$ cat src/hdl/xcbc_pkg.sv
// ----------------------------------------------------------------------------
// XTEA counter-mode byte cipher: shared definitions
// Types and constants shared by the front end, the keystream generator and
// the back end of the byte cipher.
// ----------------------------------------------------------------------------
package xcbc_pkg;

	localparam int BYTE_W      = 8;
	localparam int WORD_W      = 32;
	localparam int BLOCK_W     = 64;
	localparam int POS_W       = 4;
	localparam int CFG_IDX_W   = 2;
	localparam int RING_SLOTS  = 8;

	localparam logic [POS_W-1:0]  BLOCK_BYTES = POS_W'(8);
	localparam logic [WORD_W-1:0] XTEA_DELTA  = 32'h9E37_79B9;

	typedef enum logic [CFG_IDX_W-1:0] {
		REG_KEY_0,
		REG_KEY_1,
		REG_KEY_2,
		REG_KEY_3
	} cfg_reg_t;

	typedef struct packed {
		logic              we;
		cfg_reg_t          idx;
		logic [WORD_W-1:0] data;
	} cfg_wr_t;

	typedef struct packed {
		logic [BYTE_W-1:0] data;
		logic              new_blk;
		logic [2:0]        pos;
	} item_t;

endpackage

$ cat src/hdl/xcbc_in_if.sv
// ----------------------------------------------------------------------------
// Input byte channel
// Valid/ready channel that carries one data byte per transaction.
// ----------------------------------------------------------------------------
interface xcbc_in_if;

	logic       valid;
	logic       ready;
	logic [7:0] data_byte;

	modport source (output valid, output data_byte, input ready);
	modport sink   (input valid, input data_byte, output ready);

endinterface

$ cat src/hdl/xcbc_front.sv
// ----------------------------------------------------------------------------
// Byte cipher front end
// Accepts data bytes, tags each with its keystream byte position and marks
// the bytes that open a new keystream block.
// ----------------------------------------------------------------------------
module xcbc_front (
	input  logic              clk,
	input  logic              arst_n,
	xcbc_in_if.sink           in_ch,
	output logic              push,
	output xcbc_pkg::item_t   push_item,
	input  logic              full
);

	import xcbc_pkg::*;

	logic [POS_W-1:0] byte_pos_q;
	logic             new_blk;

	assign new_blk     = (byte_pos_q >= BLOCK_BYTES);
	assign in_ch.ready = !full;
	assign push        = in_ch.valid && !full;

	always_comb begin
		push_item.data    = in_ch.data_byte;
		push_item.new_blk = new_blk;
		push_item.pos     = new_blk ? 3'd0 : byte_pos_q[2:0];
	end

	always_ff @(posedge clk or negedge arst_n) begin
		if (!arst_n) begin
			byte_pos_q <= BLOCK_BYTES;
		end else if (push) begin
			byte_pos_q <= new_blk ? POS_W'(1) : byte_pos_q + 1'b1;
		end
	end

`ifndef ASSERT_OFF
	a_pos_range: assert property (@(posedge clk) disable iff (!arst_n)
		push |=> (byte_pos_q >= POS_W'(1)) && (byte_pos_q <= BLOCK_BYTES))
		else $error("Byte position left its range after a transaction");
`endif

endmodule

$ cat src/flat_wrapper.sv
// flat-port wrapper written by rule: the top's interface ports become plain ports
module xcbc_front_flat import xcbc_pkg::*;
  (clk, arst_n, push, push_item, full, in_ch_valid, in_ch_data_byte, in_ch_ready);
  xcbc_in_if in_ch_i ();
  input  logic clk;
  input  logic arst_n;
  output logic push;
  output xcbc_pkg::item_t push_item;
  input  logic full;
  input wire logic [$bits(in_ch_i.valid)-1:0] in_ch_valid;
  input wire logic [$bits(in_ch_i.data_byte)-1:0] in_ch_data_byte;
  output wire logic [$bits(in_ch_i.ready)-1:0] in_ch_ready;
  assign in_ch_i.valid = in_ch_valid;
  assign in_ch_i.data_byte = in_ch_data_byte;
  assign in_ch_ready = in_ch_i.ready;
  xcbc_front u_core (.clk(clk), .arst_n(arst_n), .in_ch(in_ch_i), .push(push), .push_item(push_item), .full(full));
endmodule
$ cat config.mk
export PLATFORM = sky130hd
export DESIGN_NAME = xcbc_front_flat
export DESIGN_NICKNAME = d
export VERILOG_FILES = /design/src/hdl/xcbc_pkg.sv /design/src/hdl/xcbc_in_if.sv /design/src/hdl/xcbc_front.sv /design/src/flat_wrapper.sv
export SDC_FILE = /design/constraint.sdc
export NUM_CORES = 1
export LEC_CHECK = 0
export ABC_CLOCK_PERIOD_IN_PS = 1800
export BUFFER_PORTS_ARGS = -buffer_cell sky130_fd_sc_hd__clkbuf_2
export CAP_MARGIN = 20
export CORE_AREA = 2 2 39 41
export DETAILED_ROUTE_END_ITERATION = 8
export DIE_AREA = 0 0 41 43
export SETUP_SLACK_MARGIN = 0.05
export SLEW_MARGIN = 15
export SYNTH_ARGS = -nofsm -noshare
export SYNTH_HDL_FRONTEND = slang
export SYNTH_SLANG_ARGS = --single-unit
$ cat constraint.sdc
create_clock -name clk -period 1.8 [get_ports clk]
set_input_delay 0.09 -clock clk [delete_from_list [all_inputs] [get_ports clk]]
set_output_delay 0.09 -clock clk [all_outputs]
set_load 0.02 [all_outputs]
Word level (Yosys, flattened, before mapping)
Index checks and enable logic that the tools add are counted.
{"block": "totals", "regBits": 4, "out_inout_bits": 14, "word_cells": 7}
{"block": "classes", "add_sub_neg": 1, "n_lt_le_gt_ge": 1, "mux": 2, "reduce_logical": 2}
{"op": "4-bit by 1-bit adder with 4-bit output (second input constant)", "n": 1}
{"op": "4-bit greater-or-equal comparator (second input constant)", "n": 1}
{"op": "4-bit two-way mux", "n": 1}
{"op": "3-bit two-way mux", "n": 1}
{"op": "1-bit logical AND", "n": 1}
{"op": "1-bit zero test", "n": 1}

Logic depth before layout (Yosys ltp)
{"block": "depth", "word_depth": 2, "mapped_depth": 4, "ltp_nobuf": 4}

Worst setup path before layout
Ideal clock, no wire load.
{"block": "synth_path", "path_type": "reg2reg", "from": "register u_core.byte_pos_q[3]", "to": "register u_core.byte_pos_q[2]", "setup_time_ns": 0.129, "arrival_ns": 0.875, "required_time_ns": 1.671, "slack_ns": 0.796, "stages_incl_launch_ff": 4, "synth_period_minus_slack_ns": 1.004, "cell_sequence": "dfstp_2 -> nor2b_2 -> a22oi_2 -> o41ai_2"}
{"block": "synth_via", "elab_chain_cells": 2}
{"item": "start: declaration", "line_no": "xcbc_front.sv:17", "rtl": "logic [POS_W-1:0] byte_pos_q;"}
{"item": "start signal: assignment", "line_no": "xcbc_front.sv:34", "rtl": "byte_pos_q <= new_blk ? POS_W'(1) : byte_pos_q + 1'b1;"}
{"item": "4-bit greater-or-equal comparator", "line_no": "xcbc_front.sv:20", "rtl": "assign new_blk = (byte_pos_q >= BLOCK_BYTES);"}
{"item": "4-bit two-way mux", "line_no": "xcbc_front.sv:34"}
No other way between the ends.
A chain may end at the register's enable or synchronous reset.

==> reports/results.ini <==
[power]
pwr-share-comb_pct=46.1
p_per_area_mw_per_mm2=1590
static-leakage-power_nw=0.174
ir_drop_mv=0.556
p_switching_mw=0.234
clockPowerShare_pct=21.8
internal_power_mw=0.316
switching_share_pct=42.6
pwr-share-seq_pct=32.2

[grt]
globalRouteOverflowTotal=0
grt_antenna_before_repair=0
grt_first_pass_wirelength_microns=710
grt_start_max_net_pins=8
via_count_of_the_first_global_routing_pass=190
grt_util_all_layers_pct=6.67

[clock_network]
post_cts.repair.setup_buffers=0
cts_inserted_buffers=3
clock_sinks=4
number_of_buffers_on_the_longest_clock_path=2
tritoncts=built
cts_resized=0
clk_root_buffer_cell=clkbuf_4
clk-insertion-delay-late_ns=0.24
ctsHoldBuffers=1
path_clk_slew_ns=0.03
cts_max_level=1

[route]
routed.top_layer=met3
ant_nets=0
route.layer.met1.wl_microns=189
routed-via-count=203
wl_microns=477
detail_route.iter0.violations=0
number_of_drc_violations_after_detailed_routing=0
met3_length_microns=54
drtPass1Iterations=1
dr_wl_met2_microns=232
average_via_count_per_standard_cell=3.76
avgRoutedWirePerCell_microns=8.83

[timing]
final_period_minus_worst_setup_slack_ns=1.14
finalSetupViolations=0
max-slew-margin-rel_pct=84.7
finalSetupTns_ns=0
grt_setup_unrepaired=no
maxClockFrequency_mhz=875
timing.final.hold_violations=0
max_slew.worst_pin.slew_ns=0.226
timing.final.max_slew_violations=0
skew_ns=0.00769
finalCritPeriodShare_pct=63.5

[finish]
flow.area_growth_from_synthesis_pct=9.52
area.sequential_sq_um=101
layout.cells.most_common_list=clkbuf_2 (9), inv_1 (5), clkbuf_4 (3), dfrtp_1 (3)
multiInputGateArea_sq_um=124
largest_register_ffs=4
top_regs=u_core.byte_pos_q x4
final_util_pct=25.0
fill_cells=158
largest-register=u_core.byte_pos_q
insertedDiodeCount=0
layout.nets=53
stdcell_count=54
most_common_cell_after_layout_fill_and_taps_aside=clkbuf_2
layout_cell_share_with_drive_strength_beyond_1_pct=47.4

[floorplanning]
chipWidth_microns=41
die_h_microns=43
design.die.area_sq_mm=0.00176
initial_core_utilization_pct=22.8
pin_count=26
row_count=14
core-area_sq_mm=0.00138

[placed_design]
finalWeightedCongestion=0.699
portBuffers=9
dpl.cell_count=49
dp_hpwl_microns=403

[critical_path]
setup.worst_path.end_class=output port
criticalPathCategory=flip-flop to output port
worst-endpoint-arrival_ns=1.05
timing.reg2reg.worst_path_depth=4
rr_startpoint=u_core.byte_pos_q[0]
startpoint=u_core.byte_pos_q[3]
endpoint_of_the_worst_register_to_register_path=u_core.byte_pos_q[1]
timing.critical_path.fanout_max=7
critPathLaunchType=flip-flop
reg2reg_slack_ns=0.78
cp.required_ns=1.71
worstSetupEndpoint=push_item[0]

[synth]
syn_avg_cell_area_sq_um=9.27
synth-seq-cells=4
synth.cell_area_sq_um=315
synth_sequential_area_ratio_pct=32.1
postSynthCellCount=34
yosys_warnings=0
netlist-cell-type-count=17
synth_fp_nets=48

[status]
status=complete, no violations

[job]
max_cap_viol_count=0

[worst_hold_path]
worstHoldPathType=primary input to flip-flop

cells by family after synthesis:
family	synth area share, %
AOI/OAI and AO/OA	13.9
DFF	32.1
adders and majority gates	7.94
buffers and inverters	28.6
and+or+nand+nor	17.5
cell usage after synthesis:
| master | number | area, sq um |
|---|---|---|
| a21oi_1 | 1 | 5.00 |
| a22oi_2 | 1 | 12.5 |
| buf_4 | 9 | 67.6 |
| clkbuf_1 | 1 | 3.75 |
| dfrtp_1 | 3 | 75.1 |
| dfstp_2 | 1 | 26.3 |
| ha_1 | 2 | 25.0 |
| inv_1 | 5 | 18.8 |
| nand2_1 | 1 | 3.75 |
| nand2b_4 | 1 | 13.8 |
| nand3_1 | 1 | 5.00 |
| nand3b_1 | 1 | 7.51 |
| nor2_1 | 2 | 7.51 |
| nor2b_2 | 2 | 17.5 |
| o21ai_0 | 1 | 5.00 |
| o21ai_1 | 1 | 5.00 |
| o41ai_2 | 1 | 16.3 |
how the worst min path moves through the flow:
stage	from	endpoint	slack, ns	cells past startpoint
after floorplan	arst_n	u_core.byte_pos_q[0]	-0.21	0
after global placement	arst_n	u_core.byte_pos_q[1]	-0.10	1
after detailed placement	arst_n	u_core.byte_pos_q[0]	-0.10	1
after CTS	in_ch_valid	u_core.byte_pos_q[3]	0.13	3
after global routing	in_ch_valid	u_core.byte_pos_q[3]	0.13	3
final	in_ch_valid	u_core.byte_pos_q[3]	0.13	3
critical path: stages, from the launching register on:
cell and delay [ns]:
dfstp_2 0.60, nor2_1 0.07, clkbuf_2 0.15
power groups by stage:
stage / Clock [mW] / Sequential [mW] / Combinational, mW
final: 0.120 / 0.177 / 0.253
after global routing: 0.136 / 0.183 / 0.280
after CTS: 0.127 / 0.178 / 0.260
after detailed placement: 0 / 0.179 / 0.259
after global placement: 0 / 0.178 / 0.253
after floorplan: 0 / 0.168 / 0.230
area by class of cell:
class / count / share of cell area, %
Multi-Input combinational cell: 15 / 35.9
Sequential cell: 4 / 29.3
Timing Repair Buffer: 10 / 15.9
Clock buffer: 4 / 7.61
Tap cell: 16 / 5.80
Inverter: 5 / 5.43
metal layers:
layer,vias to the layer above,track usage (%)
met4,0,8.00
met2,7,8.75
met3,0,3.14
met1,89,6.56
met5,-,0
li1,107,-
per-stage QoR:
step | hold slack, ns | area, sq um | worst slack (ns) | power (mW)
floorplan | -0.206 | 315 | 0.796 | 0.398
global placement | -0.101 | 309 | 0.792 | 0.431
detailed placement | -0.102 | 309 | 0.771 | 0.438
CTS | 0.128 | 345 | 0.636 | 0.566
global route | 0.133 | 345 | 0.604 | 0.598
finish | 0.132 | 345 | 0.658 | 0.550
No activity file was read; power rests on OpenSTA's default activity.
