$ cat src/hdl/xcbc_fifo.sv
// ----------------------------------------------------------------------------
// Small register FIFO
// First-in first-out queue in flip-flops with a synchronous clear.
// ----------------------------------------------------------------------------
module xcbc_fifo #(
	parameter int WIDTH = 8,
	parameter int DEPTH = 2
) (
	input  logic             clk,
	input  logic             arst_n,
	input  logic             clear,
	input  logic             push,
	input  logic [WIDTH-1:0] push_data,
	output logic             full,
	input  logic             pop,
	output logic [WIDTH-1:0] pop_data,
	output logic             empty
);

	localparam int PTR_W = (DEPTH > 1) ? $clog2(DEPTH) : 1;
	localparam int CNT_W = $clog2(DEPTH + 1);

	logic [WIDTH-1:0] mem_q [DEPTH];
	logic [PTR_W-1:0] wr_ptr_q;
	logic [PTR_W-1:0] rd_ptr_q;
	logic [CNT_W-1:0] count_q;
	logic             do_push;
	logic             do_pop;

	assign full     = (count_q == CNT_W'(DEPTH));
	assign empty    = (count_q == '0);
	assign do_push  = push && !full;
	assign do_pop   = pop && !empty;
	assign pop_data = mem_q[rd_ptr_q];

	always_ff @(posedge clk) begin
		if (do_push) begin
			mem_q[wr_ptr_q] <= push_data;
		end
	end

	always_ff @(posedge clk or negedge arst_n) begin
		if (!arst_n) begin
			wr_ptr_q <= '0;
			rd_ptr_q <= '0;
			count_q  <= '0;
		end else if (clear) begin
			wr_ptr_q <= '0;
			rd_ptr_q <= '0;
			count_q  <= '0;
		end else begin
			if (do_push) begin
				wr_ptr_q <= (wr_ptr_q == PTR_W'(DEPTH - 1)) ? '0 : wr_ptr_q + 1'b1;
			end
			if (do_pop) begin
				rd_ptr_q <= (rd_ptr_q == PTR_W'(DEPTH - 1)) ? '0 : rd_ptr_q + 1'b1;
			end
			count_q <= count_q + CNT_W'(do_push) - CNT_W'(do_pop);
		end
	end

`ifndef ASSERT_OFF
	a_count_bound: assert property (@(posedge clk) disable iff (!arst_n)
		count_q <= CNT_W'(DEPTH))
		else $error("FIFO occupancy exceeds its depth");

	a_no_underflow: assert property (@(posedge clk) disable iff (!arst_n)
		empty && !clear |-> !pop)
		else $error("FIFO popped while empty");
`endif

endmodule

$ cat config.mk
export PLATFORM = sky130hd
export DESIGN_NAME = xcbc_fifo
export DESIGN_NICKNAME = d
export VERILOG_FILES = /design/src/hdl/xcbc_fifo.sv
export SDC_FILE = /design/constraint.sdc
export NUM_CORES = 1
export LEC_CHECK = 0
export BUFFER_PORTS_ARGS = -buffer_cell sky130_fd_sc_hd__buf_2
export CAP_MARGIN = 15
export CORE_MARGIN = 3
export CORE_UTILIZATION = 52
export DETAILED_ROUTE_END_ITERATION = 6
export PLACE_DENSITY = 0.9
export SKIP_CTS_REPAIR_TIMING = 1
export SYNTH_ARGS = -nofsm -noshare
export SYNTH_HDL_FRONTEND = slang
export SYNTH_SLANG_ARGS = --single-unit
$ cat constraint.sdc
create_clock -name clk -period 4.5 [get_ports clk]
set_input_delay 0 -clock clk [delete_from_list [all_inputs] [get_ports clk]]
set_output_delay 0 -clock clk [all_outputs]
set_load 0.01 [all_outputs]
Word-level counts from Yosys, hierarchy flattened
Memories as Yosys holds them, arrays and structs flattened.
Index checks and enable logic that the tools add are counted.
{"block": "totals", "register_bits": 4, "ramBits": 16, "in_bits": 13, "output_inout_bits": 10, "elab_cells": 25, "n_memories": 1}
{"block": "op_classes", "add_sub_neg": 4, "n_eq_ne": 1, "n_mux": 9, "n_reduce_logical": 7}
{"memory": "mem_q", "depth": 2, "width": 8, "read_ports": 1, "rd_clocked_by_memory_dff": 0, "write_ports": 1, "line": "23", "text": "logic [WIDTH-1:0] mem_q [DEPTH];"}
{"op": "2-to-1 mux 1 bit", "count": 8}
{"op": "nonzero test 2 bit", "count": 2}
{"op": "adder 1 bit (second input constant)", "count": 2}
{"op": "adder 2 x 1 -> 2 bit", "count": 1}
{"op": "== test 2 bit (second input constant)", "count": 1}
{"op": "logical AND 1 bit", "count": 2}
{"op": "logical NOT 1 bit", "count": 2}
{"op": "logical NOT 2 bit", "count": 1}
{"op": "2-to-1 mux 2 bit", "count": 1}
{"op": "subtractor 2 x 1 -> 2 bit", "count": 1}

Logic depth before layout (Yosys ltp)
Gate-level depths: netlist of run 1.
{"block": "logic_depth", "word_depth": 6, "mapped_depth": 8, "ltp_nobuf": 8}

Worst setup path after synthesis of run 1
No wires, ideal clock.
{"block": "synth_timing", "kind": "reg-to-reg", "start": "register count_q[1]", "end": "register count_q[1]", "setup_time_ns": 0.086, "arrival_time_ns": 1.474, "required_ns": 4.414, "slack_ns": 2.940, "stages_incl_launch_ff": 8, "n_path_buf": 0, "synth_period_minus_slack_ns": 1.560, "cell_sequence": "dfrtp_1 > o21a_1 > ha_1 > inv_1 > ha_1 > xor2_1 > and2_1 > nor3_1"}
{"block": "synth_via", "elab_chain_len": 6, "elab_cells_between_ends": 9, "cone_classes": "add/sub (2); eq/ne (1); mux (1); reduce/logical (5)"}
{"element": "start, declared", "line": "26", "text": "logic [CNT_W-1:0] count_q;"}
{"element": "start signal, assigned", "line": "58", "text": "count_q <= count_q + CNT_W'(do_push) - CNT_W'(do_pop);"}
{"element": "== test 2 bit", "line": "30", "text": "assign full = (count_q == CNT_W'(DEPTH));"}
{"element": "logical NOT 1 bit", "line": "32", "text": "assign do_push = push && !full;"}
{"element": "logical AND 1 bit", "line": "32"}
{"element": "adder 2 x 1 -> 2 bit", "line": "58"}
{"element": "subtractor 2 x 1 -> 2 bit *", "line": "58"}
{"element": "2-to-1 mux 2 bit *", "line": "47", "text": "end else if (clear) begin"}
Every way passes the cells marked *; elsewhere a longest branch is shown, timed or not.
A chain may end at the register's enable or synchronous reset.

Final worst setup path of run 1
Same ends and word-level chain as after synthesis.

==> metrics.yaml, run 1 <==
io_pins: 23
worst_clock_skew_ns: 0.00843
htree_levels: 1
synth.avg_cell_area_sq_um: 16.1
rows: 13
wire_per_inst_um: 15.6
setup_tns_ns: 0
dieHeight_um: 45.4
yosysSeqAreaShare: 0.720
drv_slew: 0
n_antenna_cell: 0
period_needed_ns: 1.77
ant_nets: 0
start_kind: "flop"
initial_core_util: 0.583
worst_slew_margin_rel: 0.744
nets: 101
cts_buffers: 3
p_per_area_mw_per_mm2: 539
drc: 0
drtIter0Drc: 15
dr.pass1.iters: 4
coreArea_sq_mm: 0.00138
total_power_uw: 583
area_growth_pct: 34.3
setup_violations: 0
crit_arrival_ns: 1.98
grt.met1_usage: 0.161
path_common_cell: "ha_1"
synth_warnings: 0
grt_antenna_before_repair: 0
rsz0062_at_grt: "false"
hp-class: "input port to asynchronous set/reset pin"
design.die.area_sq_mm: 0.00206
synth.cell_area_sq_um: 806
hold_ws_ns: 0.0415
wl_um: 1560
path_delay_family: "adder cells"
drive_above_1_share: 0.435
drv_cap: 0
synthTopCellsByArea: "edfxtp_1, dfrtp_1, mux2_2"
gp_congestion: 0.694
fill_cells: 89
met2_usage: 0.280
yosysMostFrequentCell: "edfxtp_1"
multi_input_area_sq_um: 205
cp_max_fo: 5
synthDistinctLibCells: 20
via_per_inst: 5.16
cts_buffer_depth: 2
ys.flop_type: "edfxtp_1"
synth_edf_count: 16
worst-path-buf-inv: 1
clk_latency_ns: 0.31
use_met3: 0.0239
r2r_end: "count_q[1]"
die_x_um: 45.4
tightest_slew_ns: 0.385
status: "finished clean"
cts_sinks: 20
crit_type: "flop to flop"
grt.overflow.total: 0
crit_chain: "o21a_1 > ha_1 > inv_1 > ha_1 > xor2_1 > and2_1 > nor3_1"
cts_tree: "done"
grt_max_degree: 13
synth_nets: 65
cp.required_ns: 4.71
routed-via-count: 516
dpl.hpwl_um: 960
final-seq-area_sq_um: 581
synth_top_area_frac: 0.596
grtUsageTotal: 0.150
synth_top_area_cell: "edfxtp_1"
synth-seq-cells: 20
numPortBuffers: 22
rrSetupSlack_ns: 2.73
clk_pin_slew_ns: 0.11
crit_path_end_kind: "flop"
cp_slowest_cell: "dfrtp_1"
first_global_vias: 451
r2r_cells: 7
vdd_drop_max_uv: 365
p_leak_uw: 0.000468
async_flop_share: 0.200
r2r-start: "count_q[1]"
max_stage_delay_ns: 0.45
fin_crit_sh: 0.393
top_usage_layer: "met2"
timing.fmax_mhz: 565
grt_pass1_wl_um: 2020
cts_root_buf: "clkbuf_4"
synth_commonest_cells: "edfxtp_1, mux2_2, dfrtp_1"
synthCells: 50
final-hold-violation-count: 0
flip-flops by register name, summed over array words and instances, names as in the netlist:
name      count
mem_q        16
count_q       2
rd_ptr_q      1
wr_ptr_q      1
metrics by stage:
step                      setup slack [ns]  utilization  std cells  instance area (sq um)
after floorplan                       2.94            -         50                    806
after global placement                2.91        0.672         86                    930
after detailed placement              2.85        0.672         86                    930
after CTS                             2.73        0.710         90                    982
after global routing                  2.66        0.783        100                   1080
final                                 2.73        0.783        100                   1080
worst max-delay path by stage:
stage,slack [ns],depth (start not counted),to,start
6_report,2.73,7,count_q[1],count_q[1]
5_1_grt,2.66,7,count_q[1],count_q[1]
4_1_cts,2.73,7,count_q[1],count_q[1]
3_5_place_dp,2.85,7,count_q[1],count_q[1]
3_3_place_gp,2.91,7,count_q[1],count_q[1]
2_1_floorplan,2.94,7,count_q[1],count_q[1]
power breakdown:
group	switching (uW)	internal [uW]	total [uW]
clock	57.0	90.1	147
combinational	81.7	88.4	170
sequential	28.1	238	266
routing by layer:
layer  share of wire  vias to the layer above  routed length (um)
met3           0.041                        5                  64
met4           0.018                        0                  28
li1                -                      246                   -
met5               0                        -                   0
met2            0.59                       21                 925
met1            0.35                      244                 542
area by class of cell:
| type | count | area share |
|---|---|---|
| clock inverters | 1 | 0.0277 |
| inverters | 4 | 0.0139 |
| repair buffers | 32 | 0.194 |
| multi-input cells | 25 | 0.190 |
| well taps | 15 | 0.0173 |
| flip-flops and latches | 20 | 0.536 |
| clock buffers | 3 | 0.0208 |
layout by cell type, fill, tap and decap left out, types with 2 or more instances in the layout:
cell,synthesis,layout
edfxtp_1,16,16
clkbuf_4,0,3
ha_1,2,2
buf_2,1,22
inv_1,3,3
nor2_1,3,3
mux2_2,8,8
dfrtp_1,4,4
dlygate4sd3_1,0,10
worst reg2reg max path, stage by stage (launching register included):
cell and delay (ns):
dfrtp_1 0.45, o21a_1 0.24, ha_1 0.29, inv_1 0.04, ha_1 0.17, xor2_1 0.15
and2_1 0.16, nor3_1 0.18
cells by family (layout without fill, tap and decap cells):
logic type               after synthesis  count (layout)  share of synthesized area
flip-flops                            20              20                      0.721
AND/OR/NAND/NOR                       10              10                     0.0683
multiplexers                           8               8                      0.112
buffers and inverters                  5              40                     0.0248
AO/OA/AOI/OAI                          3               3                     0.0217
adder cells (fa/ha/maj)                2               2                     0.0311
XOR/XNOR                               2               2                     0.0217
No activity file was read; power rests on OpenSTA's default activity.
==> run 2, diff against run 1 <==
--- a/config.mk
+++ b/config.mk
@@ -5,12 +5,13 @@
 export SDC_FILE = /design/constraint.sdc
 export NUM_CORES = 1
 export LEC_CHECK = 0
+export ABC_AREA = 1
 export BUFFER_PORTS_ARGS = -buffer_cell sky130_fd_sc_hd__buf_2
 export CAP_MARGIN = 15
 export CORE_MARGIN = 3
-export CORE_UTILIZATION = 52
+export CORE_UTILIZATION = 44
 export DETAILED_ROUTE_END_ITERATION = 6
-export PLACE_DENSITY = 0.9
+export PLACE_DENSITY = 0.82
 export SKIP_CTS_REPAIR_TIMING = 1
 export SYNTH_ARGS = -nofsm -noshare
 export SYNTH_HDL_FRONTEND = slang
==> constraint.sdc (replaced) <==
create_clock -name clk -period 1.5 [get_ports clk]
set_input_delay 0 -clock clk [delete_from_list [all_inputs] [get_ports clk]]
set_output_delay 0 -clock clk [all_outputs]
set_load 0.01 [all_outputs]
==> run 2 against run 1 <==
Wire length increased by 5.4%; register-to-register slack got worse by 2.7 ns; largest power group unchanged; sequential share of layout area decreased by 3.4 points; critical path depth increased by 2; synthesized cell count increased by 54%; clock-buffer cell count unchanged; largest cell class unchanged; setup slack got worse by 2.7 ns; the run now ends with negative hold slack left; clock skew decreased by 0.0054 ns; maximum frequency increased by 22%; utilization decreased by 13 points.
==> metrics.yaml, run 2 <==
clkPwrFrac: 0.148  # -0.104
synth-seq-cells: 20  # unchanged
synth_edf_count: 16  # unchanged
tightest_slew_ns: 0.384  # -0.000651 ns
r2r-start: "count_q[1]"
crit_arrival_ns: 1.68  # -0.30 ns
crit_type: "flop to flop"
nets: 132  # +31%
p_per_area_mw_per_mm2: 1480  # +170%
pre_cts_slack_ns: 0.0589  # -2.79 ns
drv_slew: 0  # unchanged
ant_nets: 0  # unchanged
design.die.area_sq_mm: 0.00247  # +20%
cts_tree: "done"
setup_tns_ns: 0  # unchanged
final_common_cell: "nand2_1"
cp.required_ns: 1.73  # -2.98 ns
crit_end: "count_q[0]"
wl_um: 1650  # +5.4%
synth.avg_cell_area_sq_um: 10.9  # -32%
fin_crit_sh: 0.965  # +0.571
crit_path_start: "count_q[1]"
rows: 15  # +2
intPower_uw: 1090  # +160%
start_kind: "flop"
fill_cells: 141  # +58%
postPlaceCellArea_sq_um: 985  # +5.9%
setup_violations: 0  # unchanged
gp_congestion: 0.683  # -1.5%
worst-path-buf-inv: 4  # +3
grt_antenna_before_repair: 0  # unchanged
swShare: 0.361  # +0.0748
r2r_end: "count_q[0]"
htree_levels: 1  # unchanged
grtUsageTotal: 0.130  # -0.0200
die_x_um: 49.7  # +9.5%
status: "complete, but fails checks"
cts_root_buf: "clkbuf_4"
synthSimpleGateAreaFrac: 0.207  # +0.139
dpl.hpwl_um: 1050  # +9.1%
cp_max_fo: 3  # -2
hold_ws_ns: -0.00661  # -0.0481 ns
max_stage_delay_ns: 0.43  # -0.02 ns
synth_commonest_cells: "nand2_1, edfxtp_1, inv_1"
yosysSeqAreaShare: 0.692  # -0.0290
coreArea_sq_mm: 0.00176  # +28%
dr.pass1.iters: 4  # unchanged
final_area_sq_mm: 0.00116  # +6.8%
drtIter0Drc: 22  # +7
crit_path_end_kind: "flop"
grt_pass1_wl_um: 2430  # +20%
top_register: "mem_q"
async_flop_share: 0.200  # unchanged
period_needed_ns: 1.45  # -0.324 ns
io_pins: 23  # unchanged
crit_chain: "inv_2 > nand2_2 > nand2_2 > inv_2 > ha_4 > inv_2 > ha_4 > inv_1 > nor2_1"
dieHeight_um: 49.7  # +9.5%
synth_warnings: 0  # unchanged
power_switching_uw: 618  # +270%
power_frac_seq: 0.459  # +0.003
drive_above_1_share: 0.336  # -0.0991
rrSetupSlack_ns: 0.05  # -2.68 ns
synth_top_area_cell: "edfxtp_1"
routed-via-count: 633  # +23%
first_global_vias: 618  # +37%
grt.overflow.total: 0  # unchanged
numPortBuffers: 22  # unchanged
cts_sinks: 20  # unchanged
cts_buffers: 3  # unchanged
cp_slowest_cell: "dfrtp_1"
clk_pin_slew_ns: 0.10  # about the same
n_antenna_cell: 0  # unchanged
final-hold-violation-count: 1  # +1
timing.fmax_mhz: 691  # +22%
synth_top_area_frac: 0.572  # -0.0240
drc: 0  # unchanged
synth_compound_area_frac: 0.00596  # -0.0158
synthMuxAreaShare: 0  # -0.112
synth_fa_ha_area_frac: 0.0298  # -0.00125
synthTopCellsByArea: "edfxtp_1, nand2_1, dfrtp_1"
worst_slew_margin_rel: 0.744  # about the same
cts_buffer_depth: 2  # unchanged
grt_max_degree: 12  # -1
final_cell_mix: "nand2_1, buf_2, edfxtp_1"
layout_setup_ws_ns: 0.0532  # -2.68 ns
p_comb_frac: 0.394  # +0.102
initial_core_util: 0.476  # -0.107
p_leak_uw: 0.000544  # +16%
path_delay_family: "adder cells"
total_power_uw: 1710  # +190%
synth.cell_area_sq_um: 840  # +4.2%
synth_nets: 92  # +42%
hp-class: "input port to flop"
r2r_cells: 9  # +2
vdd_drop_max_uv: 803  # +120%
area_growth_pct: 37.7
synth_xor_xnor_area_share: 0  # -0.0217
worst_clock_skew_ns: 0.00300  # -0.00542 ns
via_per_inst: 4.49  # -13%
violations: "negative hold slack"
path_depth: 9  # +2
synthDistinctLibCells: 12  # -40%
clk_latency_ns: 0.30  # about the same
wire_per_inst_um: 11.7  # -25%
hold_depth: 4
ys.flop_type: "edfxtp_1"
yosysMostFrequentCell: "nand2_1"
drv_cap: 0  # unchanged
synthCells: 77  # +54%
synth_top_family_by_area: "simple AND/OR/NAND/NOR gates"
biggestRegsByFlops: "mem_q x16, count_q x2"
largest_register_ffs: 16  # unchanged
path_common_cell: "inv_2"
## run 2: changes by cell type after synthesis, moves of 2 or more
cell / change
inv_1: +7
mux2_2: -8
nand2_1: +29
nand2_2: +3
nand3_1: +3
nand4_1: +2
## run 2: cell type report
cell class / count / area [sq um] / share of cell area
flip-flops and latches: 20 / 581 / 0.502
repair buffers: 36 / 243 / 0.210
multi-input cells: 45 / 231 / 0.200
inverters: 11 / 43.8 / 0.0379
well taps: 25 / 31.3 / 0.0271
clock buffers: 3 / 22.5 / 0.0195
clock inverters: 1 / 3.75 / 0.00325
## run 2: how the worst min path moves through the flow
stage	start	end	slack [ns]
floorplan	arst_n	count_q[0]	-0.30
global placement	arst_n	count_q[0]	-0.19
detailed placement	arst_n	count_q[0]	-0.19
CTS	arst_n	count_q[1]	-0.52
global route	pop	rd_ptr_q	-0.009
finish	pop	rd_ptr_q	-0.007
## run 2: metrics by stage
| step | utilization | cells |
|---|---|---|
| 6_report | 0.655 | 141 |
| 5_1_grt | 0.655 | 141 |
| 4_1_cts | 0.573 | 129 |
| 3_5_place_dp | 0.558 | 125 |
| 3_3_place_gp | 0.558 | 125 |
| 2_1_floorplan | - | 77 |
## run 2: power by group through the flow
stage               Clock (uW)  Sequential (uW)  Combinational (uW)
floorplan                    0              757                 396
global placement             0              789                 540
detailed placement           0              794                 558
CTS                        258              781                 560
global route               270              797                 770
finish                     253              785                 674
## run 2: worst register-to-register path: stages (launching register included)
cell,delay (ns)
dfrtp_1,0.43
inv_2,0.08
nand2_2,0.07
nand2_2,0.08
inv_2,0.05
ha_4,0.26
inv_2,0.04
ha_4,0.25
inv_1,0.03
nor2_1,0.10
## run 2: kinds of logic (layout without fill, tap and decap cells)
| kind of cell | after synthesis | count (layout) |
|---|---|---|
| AO/OA/AOI/OAI | 1 | 1 |
| AND/OR/NAND/NOR | 42 | 42 |
| adder cells (fa/ha/maj) | 2 | 2 |
| flip-flops | 20 | 20 |
| buffers and inverters | 12 | 51 |
## run 2: routing by layer
layer	wire (um)	global-route usage	part of all wire
met2	835	0.229	0.51
met3	62	0.0211	0.038
met1	718	0.146	0.44
met4	28	0.0737	0.017
met5	0	0	0
