<file path="config.mk">
export PLATFORM = sky130hd
export DESIGN_NAME = xcbc_back_flat
export DESIGN_NICKNAME = d
export VERILOG_FILES = /design/src/hdl/xcbc_pkg.sv /design/src/hdl/xcbc_out_if.sv /design/src/hdl/xcbc_back.sv /design/src/flat_wrapper.sv
export SDC_FILE = /design/constraint.sdc
export NUM_CORES = 1
export LEC_CHECK = 0
export ABC_AREA = 1
export BUFFER_PORTS_ARGS = -buffer_cell sky130_fd_sc_hd__buf_2
export CAP_MARGIN = 0
export CORE_MARGIN = 3
export CORE_UTILIZATION = 35
export DETAILED_ROUTE_END_ITERATION = 6
export GPL_ROUTABILITY_DRIVEN = 0
export PLACE_DENSITY_LB_ADDON = 0.08
export SETUP_SLACK_MARGIN = 0.2
export SYNTH_ARGS = -nofsm -noshare
export SYNTH_HDL_FRONTEND = slang
export SYNTH_SLANG_ARGS = --single-unit
</file>
<file path="constraint.sdc">
create_clock -name clk -period 6.2 [get_ports clk]
set_input_delay 0.93 -clock clk [delete_from_list [all_inputs] [get_ports clk]]
set_output_delay 0.93 -clock clk [all_outputs]
set_load 0.1 [all_outputs]
</file>
<file path="src/hdl/xcbc_pkg.sv">
// ----------------------------------------------------------------------------
// XTEA counter-mode byte cipher: shared definitions
// Types and constants shared by the front end, the keystream generator and
// the back end of the byte cipher.
// ----------------------------------------------------------------------------
package xcbc_pkg;

	localparam int BYTE_W      = 8;
	localparam int WORD_W      = 32;
	localparam int BLOCK_W     = 64;
	localparam int POS_W       = 4;
	localparam int CFG_IDX_W   = 2;
	localparam int RING_SLOTS  = 8;

	localparam logic [POS_W-1:0]  BLOCK_BYTES = POS_W'(8);
	localparam logic [WORD_W-1:0] XTEA_DELTA  = 32'h9E37_79B9;

	typedef enum logic [CFG_IDX_W-1:0] {
		REG_KEY_0,
		REG_KEY_1,
		REG_KEY_2,
		REG_KEY_3
	} cfg_reg_t;

	typedef struct packed {
		logic              we;
		cfg_reg_t          idx;
		logic [WORD_W-1:0] data;
	} cfg_wr_t;

	typedef struct packed {
		logic [BYTE_W-1:0] data;
		logic              new_blk;
		logic [2:0]        pos;
	} item_t;

endpackage

</file>
<file path="src/hdl/xcbc_out_if.sv">
// ----------------------------------------------------------------------------
// Output byte channel
// Valid/ready channel that carries one ciphered byte per transaction.
// ----------------------------------------------------------------------------
interface xcbc_out_if;

	logic       valid;
	logic       ready;
	logic [7:0] out_byte;

	modport source (output valid, output out_byte, input ready);
	modport sink   (input valid, input out_byte, output ready);

endinterface

</file>
<file path="src/hdl/xcbc_back.sv">
// ----------------------------------------------------------------------------
// Byte cipher back end
// Combines queued data bytes with keystream bytes and holds the result in
// an output register until the receiver takes it.
// ----------------------------------------------------------------------------
module xcbc_back (
	input  logic                          clk,
	input  logic                          arst_n,
	input  logic                          item_valid,
	input  xcbc_pkg::item_t               item,
	output logic                          item_pop,
	input  logic                          blk_valid,
	input  logic [xcbc_pkg::BLOCK_W-1:0]  blk_data,
	output logic                          blk_pop,
	xcbc_out_if.source                    out_ch
);

	import xcbc_pkg::*;

	logic [BLOCK_W-1:0] cur_blk_q;
	logic [BLOCK_W-1:0] src_blk;
	logic [BYTE_W-1:0]  ks_byte;
	logic [BYTE_W-1:0]  out_byte_q;
	logic               out_valid_q;
	logic               go;

	assign go       = item_valid && (!item.new_blk || blk_valid) &&
	                  (!out_valid_q || out_ch.ready);
	assign item_pop = go;
	assign blk_pop  = go && item.new_blk;
	assign src_blk  = item.new_blk ? blk_data : cur_blk_q;
	assign ks_byte  = src_blk[{item.pos, 3'b000} +: BYTE_W];

	assign out_ch.valid    = out_valid_q;
	assign out_ch.out_byte = out_byte_q;

	always_ff @(posedge clk) begin
		if (go) begin
			out_byte_q <= item.data ^ ks_byte;
			if (item.new_blk) begin
				cur_blk_q <= blk_data;
			end
		end
	end

	always_ff @(posedge clk or negedge arst_n) begin
		if (!arst_n) begin
			out_valid_q <= 1'b0;
		end else if (go) begin
			out_valid_q <= 1'b1;
		end else if (out_ch.ready) begin
			out_valid_q <= 1'b0;
		end
	end

endmodule

</file>
<file path="src/flat_wrapper.sv">
// flat-port wrapper written by rule: the top's interface ports become plain ports
module xcbc_back_flat import xcbc_pkg::*;
  (clk, arst_n, item_valid, item, item_pop, blk_valid, blk_data, blk_pop, out_ch_valid, out_ch_out_byte, out_ch_ready);
  xcbc_out_if out_ch_i ();
  input  logic clk;
  input  logic arst_n;
  input  logic item_valid;
  input  xcbc_pkg::item_t item;
  output logic item_pop;
  input  logic blk_valid;
  input  logic [xcbc_pkg::BLOCK_W-1:0] blk_data;
  output logic blk_pop;
  output wire logic [$bits(out_ch_i.valid)-1:0] out_ch_valid;
  output wire logic [$bits(out_ch_i.out_byte)-1:0] out_ch_out_byte;
  input wire logic [$bits(out_ch_i.ready)-1:0] out_ch_ready;
  assign out_ch_valid = out_ch_i.valid;
  assign out_ch_out_byte = out_ch_i.out_byte;
  assign out_ch_i.ready = out_ch_ready;
  xcbc_back u_core (.clk(clk), .arst_n(arst_n), .item_valid(item_valid), .item(item), .item_pop(item_pop), .blk_valid(blk_valid), .blk_data(blk_data), .blk_pop(blk_pop), .out_ch(out_ch_i));
endmodule
</file>
# ---- Word-level counts from Yosys, hierarchy flattened
# Cells that the tools add are included.
dict set report classes {
  shift 1
  muxes 3
  n_bitwise 1
  n_reduce_logical 8
}
# op n
set ops {}
lappend ops {{2-to-1 mux 64 bit} 1}
lappend ops {{indexed part select 64 x 7 -> 8 bit} 1}
lappend ops {{bitwise XOR 8 bit} 1}
lappend ops {{logical AND 1 bit} 3}
lappend ops {{zero test 1 bit} 2}
lappend ops {{logical OR 1 bit} 2}
lappend ops {{2-to-1 mux 1 bit} 2}
lappend ops {{nonzero test 2 bit} 1}
dict set report word_totals {
  reg_bits 73
  in_bits 81
  elab_cells 16
}

# ---- Logic depth before layout (Yosys ltp)
# Gate-level depths: netlist (run 1).
dict set report logic_depth {
  word_depth 5
  mapped_depth 10
  depth_no_buf 9
}

# ---- Least setup slack after synthesis (run 1)
# OpenSTA, ideal clock, no wires.
dict set report synth_path {
  kind {input port to output port}
  start {input item[3] (netlist bit)}
  end {output blk_pop}
  arrival_ns 7.251
  t_required_ns 5.270
  setup_slack_ns -1.981
  stages 7
  cell_sequence {inv_2 buf_6 buf_2 o21ai_0 a21oi_1 nand2_1 inv_1}
}
dict set report synth_between {
  elab_chain_cells 5
}
# element line_no
set synth_rtl {}
lappend synth_rtl {{start, declared} flat_wrapper.sv:8} ;# input xcbc_pkg::item_t item;
lappend synth_rtl {{zero test 1 bit} xcbc_back.sv:27} ;# assign go = item_valid && (!item.new_blk || blk_valid) &&
lappend synth_rtl {{logical OR 1 bit} xcbc_back.sv:27}
lappend synth_rtl {{logical AND 1 bit (2 in series)} xcbc_back.sv:27}
lappend synth_rtl {{named net item_pop} flat_wrapper.sv:9} ;# output logic item_pop;
lappend synth_rtl {{logical AND 1 bit} xcbc_back.sv:30} ;# assign blk_pop = go && item.new_blk;
lappend synth_rtl {{end, declared} flat_wrapper.sv:12} ;# output logic blk_pop;
# The timed path passes the listed nets, and every way through them passes these cells.

# ---- Final worst setup path (run 1)
dict set report layout_path {
  start {input item[3] (netlist bit)}
  end {output blk_pop}
}
dict set report layout_between {
  elab_chain_cells 5
}
# element line_no
set layout_rtl {}
lappend layout_rtl {{zero test 1 bit} xcbc_back.sv:27}
lappend layout_rtl {{logical OR 1 bit} xcbc_back.sv:27}
lappend layout_rtl {{logical AND 1 bit (2 in series)} xcbc_back.sv:27}
lappend layout_rtl {{logical AND 1 bit (*)} xcbc_back.sv:30}
# Every way passes the cells marked *; elsewhere a longest branch is shown, timed or not.

==> reports/metrics.cfg, run 1 <==
[clock_tree]
root_buffer=clkbuf_8
cts-resized-gates=0
clk_pin_slew_ns=0.08
cts_max_level=3
clock_latency_ns=0.34
cts_sinks=73
cts_buffers=9
holdBufCountCts=0
cts_tree=done
post_cts.repair.setup_buffers=0
ctsLongestPathBuffers=2

[setup_path]
worstSetupEndpointType=output port
critPathKind=in2out
cpMaxStageDelayCell=a21oi_4
worstPathMaxFanout=26
arrival_ns=2.58
cp.required_ns=5.27
path_common_cell=buf_2
start_kind=primary input
crit_chain=buf_2 -> inv_2 -> o21ai_0 -> a21oi_4 -> nand2_1 -> inv_1 -> buf_2
max_stage_delay_ns=0.71

[layout]
area_growth_pct=18.5
final_common_cell=nand2_1
num-nets-final=609
antenna_cells=0
layout_common_cells=nand2_1 (223), nand3_1 (111), buf_2 (91)
fin_cells=669
drive_above_1_share_pct=20.5

[sta]
finalCritPeriodShare_pct=56.6
hold_violations=0
clock.fmax_ghz=0.285
finClkSkew_ns=0.00894
worst_hold_slack_ns=0.349
fin_tns_setup_ns=0
finalSetupViolations=0
relSlewSlack_pct=17.9
worst_slew_pin_slew_ns=1.23
slew_violations=0
setup_slack_ns=2.69
min_period_ns=3.51
rsz0062_at_grt=false

[detailed_routing]
first_pass_iters=4
dr.first_iter.drc_count=183
num_vias=3214
ant_nets=0
post_drt_via_cell_ratio=4.80
wl_um=10300
wire_per_inst_um=15.4
drc_errors=0

[grt]
grt_max_degree=66
grt_overflow=0
grtUsageMet3_pct=2.62
track_usage_pct=17.7
grt_first_pass_wirelength_um=16100
busiest_layer=met2
grtUsageMet2_pct=27.7
grt_pass1_vias=3177
antenna_found_initial=0
use_met1_pct=25.3

[floorplanning]
io-pin-count=92
std_cell_rows=37
core_area_um2=10500
die_area_um2=12200
fp.dieW_um=110
die_h_um=110
start_util_pct=36.4

[placed_design]
dp_worst_setup_slack_ns=2.62
io_buffers=91
hpwlAfterDp_um=6870
dp_cells=653

[pwr]
clkPwrFrac_pct=31.6
p_sw_share_pct=28.2
power_density_nw_per_um2=260
ir_worst_vdd_v=0.000108
p_int_uw=843
leakagePower_nw=2.13
power_mw=1.17
p_comb_share_pct=17.8
p_sw_uw=331
share_seq_of_total_power_pct=50.7

[synth]
syn_area_per_cell_um2=8.51
synth_nets=529
synth-seq-cells=73
yosysSeqAreaShare_pct=57.4
ys_types=13
syn-cell-area_um2=3810
ys_warn_count=0
syn_inst=448

[flow_run]
maxCapViolCount=0

[outcome]
outcome=complete, no violations

[min_path]
hp-class=in2async

## final timing paths
kind | startpoint | to | slack [ns] | cells after the start
worst max-delay path | item[3] | blk_pop | 2.69 | 7
worst min-delay path | arst_n | u_core.out_ch.valid$_DFFE_PN0P_ | 0.35 | 1
worst max register to register | u_core.out_ch.valid$_DFFE_PN0P_ | u_core.cur_blk_q[25]$_DFFE_PP_ | 4.00 | 2
worst min register to register | u_core.cur_blk_q[22]$_DFFE_PP_ | u_core.cur_blk_q[22]$_DFFE_PP_ | 0.54 | 2
max in group asynchronous | arst_n | u_core.out_ch.valid$_DFFE_PN0P_ | 5.77 | 1
min in group clk | u_core.cur_blk_q[22]$_DFFE_PP_ | u_core.cur_blk_q[22]$_DFFE_PP_ | 0.54 | 2
## through the flow
step | util (%) | instance area [um^2]
after floorplan | - | 3820
after global placement | 41.4 | 4330
after detailed placement | 41.4 | 4330
after CTS | 43.2 | 4520
after global routing | 43.2 | 4520
final | 43.2 | 4520
## critical path: cells and delay by family
family | cells | cell delay [ns]
AO/OA/AOI/OAI | 2 | 0.86
buffers and inverters | 4 | 0.68
AND/OR/NAND/NOR | 1 | 0.10
## cell type report
type | count | area, um^2
multi-input combinational | 343 | 1470
clock buffer | 13 | 149
fill | 1108 | 5950
clock inverter | 3 | 40.0
sequential | 73 | 2190
inverter | 7 | 26.3
timing repair buffer | 94 | 478
tap | 136 | 170
## routing by layer
layer  routed length (um)  vias up  part of all wire, %
met5                    0        -                    0
met3                  648       10                  6.3
met2                 4650       94                   45
met4                  147        0                  1.4
met1                 4870     1437                   47
li1                     -     1673                    -
## synth_stat cells
cell type	n	area, um^2
o21ai_0	1	5.00
inv_2	1	3.75
a21oi_1	1	5.00
edfxtp_1	72	2160
dfrtp_1	1	25.0
buf_4	7	52.6
clkbuf_1	4	15.0
nand2_1	223	837
inv_1	6	22.5
buf_2	13	65.1
buf_6	1	11.3
nand3b_1	7	52.6
nand3_1	111	556
## cells by family (layout without fill, tap and decap cells)
| family | Yosys count | count (layout) | synth area share [%] |
|---|---|---|---|
| buf+inv | 32 | 117 | 4.46 |
| simple gates | 341 | 341 | 37.9 |
| flops | 73 | 73 | 57.4 |
| compound gates | 2 | 2 | 0.262 |
## power by group through the flow
stage | sequential (mW) | clock [mW] | combinational, mW
floorplan | 0.640 | 0 | 0.116
global placement | 0.605 | 0 | 0.208
detailed placement | 0.606 | 0 | 0.211
CTS | 0.595 | 0.381 | 0.211
global route | 0.598 | 0.401 | 0.237
finish | 0.595 | 0.371 | 0.208
## registers in the layout, summed over array words and instances, names as in the netlist
signal,count
u_core.out_ch.valid,1
u_core.out_ch.out_byte,8
u_core.cur_blk_q,64
No activity file was read; power rests on OpenSTA's default activity.
==> run 2, diff against run 1 <==
==> constraint.sdc (replaced) <==
create_clock -name clk -period 3.3 [get_ports clk]
set_input_delay 0.495 -clock clk [delete_from_list [all_inputs] [get_ports clk]]
set_output_delay 0.495 -clock clk [all_outputs]
set_load 0.1 [all_outputs]
==> run 2 against run 1 <==
Against the previous run: non-clock buffer count increased by 3; power up 90%; die area unchanged; critical path type unchanged; highest routed layer unchanged; first-iteration DRC count increased by 12%; sequential power rose by 88%; sequential share of layout area fell by 0.92 points; worst setup slack got worse by 1.8 ns; cell count rose by 0.45%; register-to-register slack got worse by 2.6 ns.
==> reports/metrics.cfg, run 2 (synthesis results as in run 1) <==
[pwr]
power_mw=2.23
leakagePower_nw=2.14
ir_worst_vdd_v=0.000200
power_density_nw_per_um2=483

[layout]
n_fill_cell=1147
num-nets-final=612
antenna_cells=0
fin_area_um2=4610
largest_register_ffs=64
layout_common_cells=nand2_1 (223), nand3_1 (111), buf_2 (89)
fin_util_pct=44.0
area_growth_pct=20.8
drive_above_1_share_pct=21.8
fin_cells=672
final_common_cell=nand2_1
regMostFlops=u_core.cur_blk_q

[floorplanning]
start_util_pct=36.4
fp.dieW_um=110
io-pin-count=92
die_h_um=110
core_area_um2=10500
std_cell_rows=37
die_area_um2=12200

[clock_tree]
cts_tree=done
cts_buffers=9
clock_latency_ns=0.34
cts_sinks=73
cts_max_level=3
cts-resized-gates=0
root_buffer=clkbuf_8
ctsLongestPathBuffers=2
clk_pin_slew_ns=0.08

[detailed_routing]
dr.first_iter.drc_count=205
post_drt_via_cell_ratio=4.93
drc_errors=0
first_pass_iters=5
wl_um=10700
wire_per_inst_um=15.9
num_vias=3315
ant_nets=0

[sta]
rsz0062_at_grt=false
finClkSkew_ns=0.00761
fin_tns_setup_ns=0
min_period_ns=2.41
hold_violations=0
relSlewSlack_pct=35.0
finalCritPeriodShare_pct=73.0
slew_violations=0
setup_slack_ns=0.893
worst_slew_pin_slew_ns=0.975
clock.fmax_ghz=0.415
worst_hold_slack_ns=0.394
finalSetupViolations=0

[flow_run]
maxCapViolCount=0

[setup_path]
cpMaxStageDelayCell=buf_2
critPathLaunch=item[3]
crit_chain=buf_2 -> buf_4 -> nand2_1 -> clkinvlp_4 -> buf_12
worstPathMaxFanout=39
cp.required_ns=2.80
arrival_ns=1.91
max_stage_delay_ns=0.48
reg2reg_from=u_core.out_ch.valid$_DFFE_PN0P_
worstSetupEndpointType=output port
critPathKind=in2out
start_kind=primary input

[placed_design]
hpwlAfterDp_um=7430
dp_worst_setup_slack_ns=0.797
dp_cells=655
io_buffers=91
placed_area_um2=4400

[outcome]
outcome=complete, no violations

[grt]
antenna_found_initial=0
grt_pass1_vias=3251
grt_overflow=0
grt_first_pass_wirelength_um=16900
track_usage_pct=18.6
grt_max_degree=73

[min_path]
hp-class=in2reg
hold_start=blk_valid

-- run 2: cell types whose count changed in the layout (fill, tap and decap cells not counted), moves of 2 or more --
cell	previous run	this run
buf_2	91	89
buf_4	3	5
buf_12	0	2
clkinvlp_4	0	4
clkbuf_1	3	0
-- run 2: final cells by class --
class / count / area [um^2] / area share [%]
Sequential cell: 73 / 2190 / 47.5
Multi-Input combinational cell: 343 / 1480 / 32.1
Timing Repair Buffer: 97 / 533 / 11.6
Tap cell: 136 / 170 / 3.69
Clock buffer: 9 / 124 / 2.69
Clock inverter: 7 / 71.3 / 1.55
Inverter: 7 / 42.5 / 0.923
-- run 2: worst paths after layout --
check,slack [ns],cells past startpoint,endpoint
max,0.89,5,blk_pop
min,0.39,3,u_core.out_ch.valid$_DFFE_PN0P_
max reg2reg,1.45,2,u_core.cur_blk_q[49]$_DFFE_PP_
min reg2reg,0.54,2,u_core.cur_blk_q[52]$_DFFE_PP_
max in group asynchronous,2.77,2,u_core.out_ch.valid$_DFFE_PN0P_
min in group asynchronous,0.44,2,u_core.out_ch.valid$_DFFE_PN0P_
-- run 2: report_power, final --
part / switching (mW) / internal (mW)
Sequential: 0.0170 / 1.10
Combinational: 0.286 / 0.122
Clock: 0.352 / 0.347
Total: 0.655 / 1.57
-- run 2: timing repair --
item	4_1_cts	5_1_grt
hold buffers	1	0
hold endpoints to repair	1	0
setup buffers	0	0
-- run 2: worst max-delay path: cells and delay by family --
| kind | cells | cell delay [ns] |
|---|---|---|
| buffers and inverters | 4 | 1.23 |
| AND/OR/NAND/NOR | 1 | 0.15 |
-- run 2: per-layer routing --
metal,wire length (um),vias to the layer above,GRT usage (%)
met5,0,-,0
met3,565,15,2.80
li1,-,1685,-
met4,201,0,6.86
met1,5170,1522,27.4
met2,4760,93,27.9
==> run 3, diff against run 2 <==
==> constraint.sdc (replaced) <==
create_clock -name clk -period 1.9 [get_ports clk]
set_input_delay 0.285 -clock clk [delete_from_list [all_inputs] [get_ports clk]]
set_output_delay 0.285 -clock clk [all_outputs]
set_load 0.1 [all_outputs]
==> run 3 against run 2 <==
Against the previous run: worst setup slack got worse by 0.69 ns; clock power increased by 92%; count of clock-buffer cells in the layout up 2; combinational power rose by 91%; non-clock buffer count rose by 16; register-to-register slack got worse by 1.1 ns; worst hold slack got worse by 0.18 ns.
==> reports/metrics.cfg, run 3 (synthesis results as in run 1) <==
[floorplanning]
fp.dieW_um=110
start_util_pct=36.4
std_cell_rows=37
core_area_um2=10500
die_area_um2=12200
die_h_um=110
io-pin-count=92

[clock_tree]
ctsLongestPathBuffers=2
cts_sinks=73
root_buffer=clkbuf_8
clk_pin_slew_ns=0.08
cts_max_level=3
clock_latency_ns=0.35
cts_tree=done
cts_buffers=9

[setup_path]
cp.depth=4
crit_chain=a21oi_4 -> nand2_2 -> clkinvlp_4 -> buf_12
worst-path-buf-inv=2
worstSetupEndpointType=output port
crit_family=flip-flops
rr_endpoint=u_core.out_ch.out_byte[7]$_DFFE_PP_
reg2reg_from=u_core.out_ch.valid$_DFFE_PN0P_
critPathLaunch=u_core.out_ch.valid$_DFFE_PN0P_
arrival_ns=1.41
rr_worst_depth=4
cp.required_ns=1.62
worstPathMaxFanout=3
cpMaxStageDelayCell=dfrtp_4
max_stage_delay_ns=0.50
r2r_slack_ns=0.34
start_kind=flop
critPathKind=reg2out
crit_end=blk_pop

[sta]
finalSetupViolations=0
relSlewSlack_pct=67.6
worst_slew_pin_slew_ns=0.490
rsz0062_at_grt=true
slew_violations=0
finalCritPeriodShare_pct=89.1
min_period_ns=1.69
clock.fmax_ghz=0.591
hold_violations=0
finClkSkew_ns=0.0133
worst_hold_slack_ns=0.210

[layout]
drive_above_1_share_pct=23.6
largest_register_ffs=64
num-nets-final=628
layout_common_cells=nand2_1 (222), nand3_1 (111), buf_2 (89)
antenna_cells=0
area_growth_pct=26.2
regMostFlops=u_core.cur_blk_q
final_common_cell=nand2_1
n_fill_cell=1082
fin_util_pct=46.0

[detailed_routing]
drc_errors=0
first_pass_iters=5
post_drt_via_cell_ratio=4.82
num_vias=3314
dr.first_iter.drc_count=238
wire_per_inst_um=16.5
wl_um=11400
ant_nets=0

[placed_design]
hpwlAfterDp_um=7730
io_buffers=91

[grt]
grt_max_degree=66
antenna_found_initial=0
grt_overflow=0
grt_pass1_vias=3146
track_usage_pct=19.2
grt_first_pass_wirelength_um=17300

[outcome]
outcome=complete, no violations

[pwr]
leakagePower_nw=2.26
power_density_nw_per_um2=844
ir_worst_vdd_v=0.000438

[min_path]
hp-class=in2reg

[flow_run]
maxCapViolCount=0

## run 3: worst register-to-register path, cell delays in order (launching register included)
cell and delay (ns):
dfrtp_4 0.50, a21oi_4 0.20, buf_12 0.15, buf_4 0.21, buf_4 0.21
## run 3: repair_timing
action / CTS / global route
setup buffers: 4 / 0
hold endpoints to repair: 1 / 0
setup endpoints to repair: 2 / 1
pin swaps: 1 / 0
hold buffers: 1 / 0
gates resized for setup: 1 / 0
cloned: 1 / 0
## run 3: through the flow
stage | worst slack [ns] | cells | cell area (um^2) | total power, mW | TNS, ns
floorplan | -1.49 | 448 | 3830 | 2.47 | -67.02
global placement | 0.193 | 666 | 4530 | 2.72 | 0
detailed placement | 0.191 | 666 | 4530 | 2.73 | 0
CTS | 0.196 | 688 | 4810 | 4.10 | 0
global route | 0.162 | 688 | 4810 | 4.26 | 0
finish | 0.207 | 688 | 4810 | 4.06 | 0
## run 3: per-layer routing
| metal | GRT usage [%] | vias to the layer above | routed length [um] |
|---|---|---|---|
| met5 | 0 | - | 0 |
| met4 | 4.75 | 0 | 92 |
| met3 | 3.20 | 8 | 630 |
| met2 | 29.6 | 98 | 5150 |
| met1 | 28.3 | 1497 | 5500 |
| li1 | - | 1711 | - |
## run 3: cell type report
cell class	count	area, um^2	area share [%]
clock buffers	11	131	2.73
inverters	7	30.0	0.624
multi-input cells	343	1470	30.5
flip-flops and latches	73	2190	45.5
clock inverters	5	80.1	1.66
well taps	136	170	3.54
repair buffers	113	741	15.4
## run 3: worst min path at each step
stage                       from                         endpoint  slack [ns]  depth (start not counted)
CTS                 out_ch_ready  u_core.out_ch.valid$_DFFE_PN0P_        0.19                          4
finish              out_ch_ready  u_core.out_ch.valid$_DFFE_PN0P_        0.21                          4
floorplan                 arst_n  u_core.out_ch.valid$_DFFE_PN0P_       -0.01                          0
global route              arst_n  u_core.out_ch.valid$_DFFE_PN0P_        0.22                          2
detailed placement        arst_n  u_core.out_ch.valid$_DFFE_PN0P_        0.06                          1
global placement          arst_n  u_core.out_ch.valid$_DFFE_PN0P_        0.06                          1
## run 3: where the power goes
group          switching, mW  total (mW)  internal [mW]  leakage [nW]
Combinational          0.514       0.779          0.265          1.46
Sequential            0.0299        1.94           1.91         0.696
Clock                  0.602        1.34          0.739         0.101
Total                   1.15        4.06           2.92          2.26
